$ cat config.mk
export PLATFORM = sky130hd
export DESIGN_NAME = checksum_packet_deframer_top
export DESIGN_NICKNAME = d
export VERILOG_FILES = /design/src/rtl/cpd_pkg.sv /design/src/rtl/cpd_parser.sv /design/src/rtl/cpd_out_reg.sv /design/src/rtl/checksum_packet_deframer_top.sv
export VERILOG_INCLUDE_DIRS = /design/src /design/src/rtl
export SDC_FILE = /design/constraint.sdc
export NUM_CORES = 1
export LEC_CHECK = 0
export BUFFER_PORTS_ARGS = -buffer_cell sky130_fd_sc_hd__clkbuf_2
export CORE_MARGIN = 2
export CORE_UTILIZATION = 50
export DETAILED_ROUTE_END_ITERATION = 12
export PLACE_DENSITY_LB_ADDON = 0.15
export SLEW_MARGIN = 10
export SYNTH_ARGS = -nofsm -noshare
export SYNTH_HDL_FRONTEND = slang
export SYNTH_HIERARCHICAL = 1
export SYNTH_SLANG_ARGS = --single-unit
export TNS_END_PERCENT = 50
$ cat constraint.sdc
create_clock -name clk -period 7.05 [get_ports clk]
set_input_delay 0.705 -clock clk [delete_from_list [all_inputs] [get_ports clk]]
set_output_delay 0.705 -clock clk [all_outputs]
set_load 0.01 [all_outputs]
$ cat src/rtl/checksum_packet_deframer_top_assert.svh
// ----------------------------------------------------------------------------
// Assertion macros for the checksum packet deframer
// Clocked on clk and disabled while rst is high in the including module.
// ----------------------------------------------------------------------------
`ifndef CHECKSUM_PACKET_DEFRAMER_TOP_ASSERT_SVH
`define CHECKSUM_PACKET_DEFRAMER_TOP_ASSERT_SVH

`ifndef SYNTHESIS

// Same-cycle implication
`define CPD_ASSERT_NOW(lbl, ante, cons) \
  lbl: assert property (@(posedge clk) disable iff (rst) (ante) |-> (cons)) \
    else $error("cpd assertion failed");

// Next-cycle implication
`define CPD_ASSERT_NEXT(lbl, ante, cons) \
  lbl: assert property (@(posedge clk) disable iff (rst) (ante) |=> (cons)) \
    else $error("cpd assertion failed");

`else

`define CPD_ASSERT_NOW(lbl, ante, cons)
`define CPD_ASSERT_NEXT(lbl, ante, cons)

`endif

`endif

$ cat src/rtl/cpd_pkg.sv
// ----------------------------------------------------------------------------
// cpd_pkg
// Types and codes shared by the checksum packet deframer modules.
// ----------------------------------------------------------------------------
`timescale 1ns / 1ps

package cpd_pkg;

  // Result kind codes
  localparam logic [1:0] KIND_TYPE = 2'd0;
  localparam logic [1:0] KIND_DATA = 2'd1;
  localparam logic [1:0] KIND_END  = 2'd2;

  // Configuration register indexes
  localparam logic CFG_HEADER  = 1'b0;
  localparam logic CFG_ADDRESS = 1'b1;

  // Parser phase, one-hot
  typedef enum logic [4:0] {
    ST_HUNT = 5'b00001,
    ST_LEN  = 5'b00010,
    ST_ADDR = 5'b00100,
    ST_TYPE = 5'b01000,
    ST_BODY = 5'b10000
  } phase_t;

  // One result from the parser to the output register
  typedef struct packed {
    logic       valid;
    logic [1:0] kind;
    logic [7:0] data;
    logic       good;
    logic       last;
  } result_t;

endpackage

$ cat src/rtl/cpd_parser.sv
// ----------------------------------------------------------------------------
// cpd_parser
// Framing state machine: header hunt, length, address, type, body, checksum.
// ----------------------------------------------------------------------------
`timescale 1ns / 1ps
`include "checksum_packet_deframer_top_assert.svh"

module cpd_parser (
  input  logic             clk,
  input  logic             rst,
  input  logic             step,
  input  logic [7:0]       byte_in,
  input  logic [7:0]       header_byte,
  input  logic [7:0]       own_address,
  output cpd_pkg::result_t res
);
  import cpd_pkg::*;

  phase_t     phase, phase_next;
  logic [7:0] running_sum, running_sum_next;
  logic [7:0] declared_length, declared_length_next;
  logic [7:0] byte_count, byte_count_next;
  logic [7:0] count_inc;
  logic [7:0] sum_inc;

  assign count_inc = byte_count + 8'd1;
  assign sum_inc   = running_sum + byte_in;

  // Next state and result for the byte in the input register
  always_comb begin
    phase_next           = phase;
    running_sum_next     = running_sum;
    declared_length_next = declared_length;
    byte_count_next      = byte_count;
    res                  = '0;
    case (phase)
      ST_HUNT: begin
        running_sum_next = byte_in;
        phase_next       = (byte_in == header_byte) ? ST_LEN : ST_HUNT;
      end
      ST_LEN: begin
        running_sum_next     = sum_inc;
        declared_length_next = byte_in;
        byte_count_next      = 8'd0;
        phase_next           = ST_ADDR;
      end
      ST_ADDR: begin
        running_sum_next = sum_inc;
        byte_count_next  = count_inc;
        phase_next       = (byte_in == own_address) ? ST_TYPE : ST_HUNT;
      end
      ST_TYPE: begin
        running_sum_next = sum_inc;
        byte_count_next  = count_inc;
        phase_next       = ST_BODY;
        res.valid        = 1'b1;
        res.kind         = KIND_TYPE;
        res.data         = byte_in;
      end
      ST_BODY: begin
        running_sum_next = sum_inc;
        byte_count_next  = count_inc;
        res.valid        = 1'b1;
        if (count_inc >= declared_length) begin
          // checksum position: compare against the sum before this byte
          phase_next = ST_HUNT;
          res.kind   = KIND_END;
          res.good   = (byte_in == running_sum) && (count_inc == declared_length);
          res.last   = 1'b1;
        end else begin
          res.kind = KIND_DATA;
          res.data = byte_in;
        end
      end
      default: begin
        phase_next = ST_HUNT;
      end
    endcase
  end

  // State registers advance once per processed byte
  always_ff @(posedge clk) begin
    if (rst) begin
      phase           <= ST_HUNT;
      running_sum     <= 8'd0;
      declared_length <= 8'd0;
      byte_count      <= 8'd0;
    end else if (step) begin
      phase           <= phase_next;
      running_sum     <= running_sum_next;
      declared_length <= declared_length_next;
      byte_count      <= byte_count_next;
    end
  end

  // Checks
  `CPD_ASSERT_NOW(a_hunt_silent, phase == ST_HUNT || phase == ST_LEN || phase == ST_ADDR, !res.valid)
  `CPD_ASSERT_NOW(a_last_is_end, res.valid && res.last, res.kind == KIND_END && res.data == 8'd0)
  `CPD_ASSERT_NEXT(a_type_to_body, step && phase == ST_TYPE, phase == ST_BODY)
  `CPD_ASSERT_NEXT(a_addr_miss, step && phase == ST_ADDR && byte_in != own_address, phase == ST_HUNT)

endmodule

$ cat src/rtl/cpd_out_reg.sv
// ----------------------------------------------------------------------------
// cpd_out_reg
// Result register between the parser and the output channel.
// ----------------------------------------------------------------------------
`timescale 1ns / 1ps

module cpd_out_reg (
  input  logic             clk,
  input  logic             rst,
  input  logic             load,
  input  cpd_pkg::result_t res,
  output logic             out_valid,
  input  logic             out_stall,
  output logic [1:0]       kind,
  output logic [7:0]       data,
  output logic             packet_good,
  output logic             last
);
  import cpd_pkg::*;

  // Control: a load replaces the held request, a take empties the register
  always_ff @(posedge clk) begin
    if (rst) begin
      out_valid <= 1'b0;
    end else if (load) begin
      out_valid <= res.valid;
    end else if (!out_stall) begin
      out_valid <= 1'b0;
    end
  end

  // Payload
  always_ff @(posedge clk) begin
    if (load && res.valid) begin
      kind        <= res.kind;
      data        <= res.data;
      packet_good <= res.good;
      last        <= res.last;
    end
  end

endmodule

$ cat src/rtl/checksum_packet_deframer_top.sv
// Path: input register, parser logic, result register; a stalled result holds the byte in
// the input register.
// Throughput: one byte per cycle while the result register is not stalled.
// in_stall rises only while a held input byte waits on a stalled result.
// Reset (rst, synchronous, active high): control registers 0, parser hunting, no requests.
// ----------------------------------------------------------------------------
// checksum_packet_deframer_top
// Additive checksum packet deframer with a byte-wide input channel.
// ----------------------------------------------------------------------------
`timescale 1ns / 1ps

module checksum_packet_deframer_top (
  input  logic       clk,
  input  logic       rst,
  input  logic       cfg_write,
  input  logic       cfg_index,
  input  logic [7:0] cfg_data,
  input  logic       in_valid,
  output logic       in_stall,
  input  logic [7:0] rx_byte,
  output logic       out_valid,
  input  logic       out_stall,
  output logic [1:0] kind,
  output logic [7:0] data,
  output logic       packet_good,
  output logic       last
);
  import cpd_pkg::*;

  logic       header_byte_q;
  logic [7:0] header_byte;
  logic [7:0] own_address;
  logic       in_full;
  logic [7:0] in_byte;
  logic       advance;
  result_t    res;

  assign header_byte_q = (cfg_index == CFG_HEADER);

  // Configuration registers
  always_ff @(posedge clk) begin
    if (rst) begin
      header_byte <= 8'd0;
      own_address <= 8'd0;
    end else if (cfg_write) begin
      if (header_byte_q) begin
        header_byte <= cfg_data;
      end else if (cfg_index == CFG_ADDRESS) begin
        own_address <= cfg_data;
      end
    end
  end

  // Held byte moves on whenever the result register can take a result
  assign advance  = !out_valid || !out_stall;
  assign in_stall = in_full && !advance;

  // Input register
  always_ff @(posedge clk) begin
    if (rst) begin
      in_full <= 1'b0;
    end else if (!in_stall) begin
      in_full <= in_valid;
    end
  end

  always_ff @(posedge clk) begin
    if (in_valid && !in_stall) begin
      in_byte <= rx_byte;
    end
  end

  cpd_parser u_parser (
    .clk         (clk),
    .rst         (rst),
    .step        (in_full && advance),
    .byte_in     (in_byte),
    .header_byte (header_byte),
    .own_address (own_address),
    .res         (res)
  );

  cpd_out_reg u_out_reg (
    .clk         (clk),
    .rst         (rst),
    .load        (in_full && advance),
    .res         (res),
    .out_valid   (out_valid),
    .out_stall   (out_stall),
    .kind        (kind),
    .data        (data),
    .packet_good (packet_good),
    .last        (last)
  );

endmodule

==> impl_metrics.csv <==
group,metric,value,unit
detailed_routing,first_pass_iters,4,
place,dp_hpwl,5706,microns
floorplanning,initial_core_util,50.93,%
worst_setup_path,path_cells,"ha_1, and3_1, nand3_1, xnor2_1, ha_1, nand2_1, o21ai_0, a2111oi_0, o21ai_1, nor2_1",
hold_path,min_path_cells,2,
sta,tns,0,ns
floorplanning,io-pin-count,36,
sta,worst_pin_slew,1.009,ns
detailed_routing,wire_per_inst,14.71,microns
clock_network,cts_hold_buf,0,
detailed_routing,wl,7854,microns
worst_setup_path,crit_path_frequent_cell,"ha_1",
clock_network,htree_levels,3,
worst_setup_path,max_stage_delay,0.50,ns
power_and_ir_drop,p_leak,1.641,nW
finish,nets,469,
worst_setup_path,cp_num_buf_inv,0,
logic_synthesis,synth_cell_types,58,
grt,grt_max_degree,55,
worst_setup_path,worstRegToRegCells,10,
place,gp_congestion,0.8856,
logic_synthesis,postSynth.asyncResetShare,0,%
sta,finalCriticalPeriod,2.735,ns
clock_network,cts_buffers,9,
clock_network,cts_buffer_depth,2,
worst_setup_path,endpoint_kind,"flip-flop",
floorplanning,die_x,89.26,microns
worst_setup_path,worstSetupPathDepth,10,
worst_setup_path,cp_max_fo,8,
grt,grt_pass1_vias,2758,
floorplanning,rows,31,
grt,grtUsageMet1,29.74,%
worst_setup_path,r2r-end,"u_out_reg/data[4]",
clock_network,path_clk_slew,0.07,ns
sta,layout_setup_ws,4.315,ns
run_status,status,"finished, final reports clean",
clock_network,cts_resized,0,
worst_setup_path,crit_type,"flip-flop to flip-flop",
clock_network,clk_latency,0.34,ns
sta,max_freq,365.7,MHz
hold_path,hold_path_class,"flip-flop to flip-flop",
clock_network,cts.sinks,67,
sta,slew_headroom,32.76,%
sta,hold_viol_final,0,
grt,overflow,0,
clock_network,clockRootBuffer,"clkbuf_8",
worst_setup_path,cp-startpoint,"u_parser/byte_count[0]",
worst_setup_path,cp.arrival,2.80,ns
clock_network,cts_tree,"done",
clock_network,post_cts_buffers,0,
floorplanning,coreArea,7137,sq um
logic_synthesis,ys_seq_elements,67,
grt,grt_pass1_wl,13190,microns
logic_synthesis,synth_warnings,6,
grt,antenna_found_initial,0,
finish,syn2layout_area_growth,10.40,%
floorplanning,dieArea,7967,sq um
sta,skew,0.008949,ns
power_and_ir_drop,power_density,190.4,nW/um^2
detailed_routing,detail_route.vias_per_cell,5.378,
worst_setup_path,start_kind,"flip-flop",
worst_setup_path,crit_required,7.12,ns
detailed_routing,drtAntennaViolNets,0,
detailed_routing,drt-initial-drc-count,128,
grt,gr-max-usage-layer,"met2",
sta,final-max-slew-violation-count,0,
worst_setup_path,r2r-start,"u_parser/byte_count[0]",
logic_synthesis,synth_area_per_cell,9.156,sq um
flow_run,drv_cap,0,
finish,n_antenna_cell,0,
grt,use_met3,2.862,%
sta,grt_setup_unrepaired,"no",
sta,finalCritPeriodShare,38.79,%
detailed_routing,drc,0,
grt,met2_usage,34.61,%
logic_synthesis,ys_seq_area_share,42.41,%
power_and_ir_drop,ir_drop,0.00009620,V
floorplanning,die_h,89.26,microns
sta,setup_violations,0,
place,portBuffers,35,
worst_setup_path,slowest_stage,"o21ai_1",
worst_setup_path,crit_family,"compound AO/OA/AOI/OAI gates",
logic_synthesis,synth_edf_count,20,
logic_synthesis,synthCells,397,
grt,track_usage,21.67,%
finish,layout-drive-gt1-share,13.56,%
worst_setup_path,cp-endpoint,"u_out_reg/data[4]",
logic_synthesis,synth_area,3635,sq um
detailed_routing,num_vias,2872,
logic_synthesis,synthFlopType,"dfxtp_1",
place,place_ws,4.332,ns
logic_synthesis,syn-num-nets,436,
worst_setup_path,ff2ff_setup_slack,4.32,ns
-- flip-flops by register name, summed over array words and instances, names as in the netlist, 5 cells and up --
| name | cells |
|---|---|
| header_byte | 8 |
| in_byte | 8 |
| own_address | 8 |
| u_out_reg/data | 8 |
| u_parser/byte_count | 8 |
| u_parser/declared_length | 8 |
| u_parser/running_sum | 8 |
| u_parser/phase | 5 |
-- worst register-to-register path, stage by stage (launching register included) --
cell	delay, ns
dfxtp_1	0.41
ha_1	0.27
and3_1	0.20
nand3_1	0.09
xnor2_1	0.16
ha_1	0.30
nand2_1	0.05
o21ai_0	0.27
a2111oi_0	0.12
o21ai_1	0.50
nor2_1	0.09
-- cell families after synthesis --
group                    share of synthesized area (%)
adder cells (fa/ha/maj)                          6.058
flip-flops                                       42.41
buffers and inverters                            4.854
multiplexers                                     4.406
AO/OA/AOI/OAI                                    14.53
XOR/XNOR                                         6.506
AND/OR/NAND/NOR                                  21.24
-- worst min path at each step --
| stage | to | start |
|---|---|---|
| floorplan | u_parser/running_sum[6] | u_parser/running_sum[6] |
| global placement | u_parser/running_sum[5] | u_parser/running_sum[5] |
| detailed placement | u_parser/running_sum[6] | u_parser/running_sum[6] |
| CTS | u_parser/running_sum[6] | u_parser/running_sum[6] |
| global route | own_address[3] | own_address[3] |
| finish | u_parser/running_sum[5] | u_parser/running_sum[5] |
-- cell usage in the layout, fill, tap and decap left out, drive strengths merged, types with 2 or more instances in the layout --
cell type   n
nor2       55
clkbuf     48
dfxtp      47
a21oi      30
nand2b     27
inv        23
xnor2      22
edfxtp     20
mux2i      16
ha         16
nand2      16
o21ai      15
nand3      13
nor3       10
nand4       9
xor2        5
a22oi       5
nor2b       5
clkinv      5
a21o        4
or3         3
nor4        3
o211ai      3
o2111ai     3
a211oi      3
nand3b      2
nor3b       2
a2111oi     2
o21a        2
a21boi      2
a311oi      2
-- synthesized netlist by cell type, drive strengths merged, types with 3 or more instances --
master,n,area [sq um]
nor2,55,209.0
dfxtp,47,940.9
a21oi,30,150.1
nand2b,27,171.4
inv,23,86.33
xnor2,22,192.7
edfxtp,20,600.6
ha,16,200.2
mux2i,16,160.2
nand2,16,65.06
o21ai,15,75.07
nand3,13,65.06
nor3,10,50.05
nand4,9,56.30
buf,7,56.30
clkbuf,7,26.28
a22oi,5,37.54
nor2b,5,38.78
xor2,5,43.79
a21o,4,30.03
a211oi,3,22.52
nor4,3,18.77
o2111ai,3,26.28
o211ai,3,22.52
or3,3,18.77
-- stage by stage --
| step | instance area (sq um) | util, % | cells | total power [mW] | hold slack (ns) |
|---|---|---|---|---|---|
| floorplan | 3635 | - | 397 | 0.4820 | 0.4492 |
| finish | 4013 | 56.22 | 534 | 0.7639 | 0.4886 |
| CTS | 4013 | 56.22 | 534 | 0.7700 | 0.4899 |
| detailed placement | 3859 | 54.07 | 518 | 0.5046 | 0.4731 |
| global route | 4013 | 56.22 | 534 | 0.8008 | 0.5099 |
| global placement | 3859 | 54.07 | 518 | 0.5029 | 0.4643 |
-- report_power, final --
group          switching [mW]  internal [mW]  leakage (nW)
Clock                   0.142          0.126        0.0812
Sequential             0.0128          0.407         0.600
Combinational          0.0405         0.0350         0.960
Total                   0.195          0.569          1.64
-- per-layer routing --
layer	part of all wire (%)	wire length, microns
met5	0	0
met4	1.4	110
met3	4.2	329
met2	49	3814
met1	46	3599
-- final cells by class --
| cell class | instances | area, sq um |
|---|---|---|
| Fill cell | 664 | 3124 |
| Sequential cell | 67 | 1541 |
| Tap cell | 99 | 123.9 |
| Timing Repair Buffer | 36 | 182.7 |
| Multi-Input combinational cell | 291 | 1917 |
| Inverter | 25 | 93.84 |
| Clock inverter | 3 | 15.01 |
| Clock buffer | 13 | 138.9 |
(Power assumes the default switching activity.)
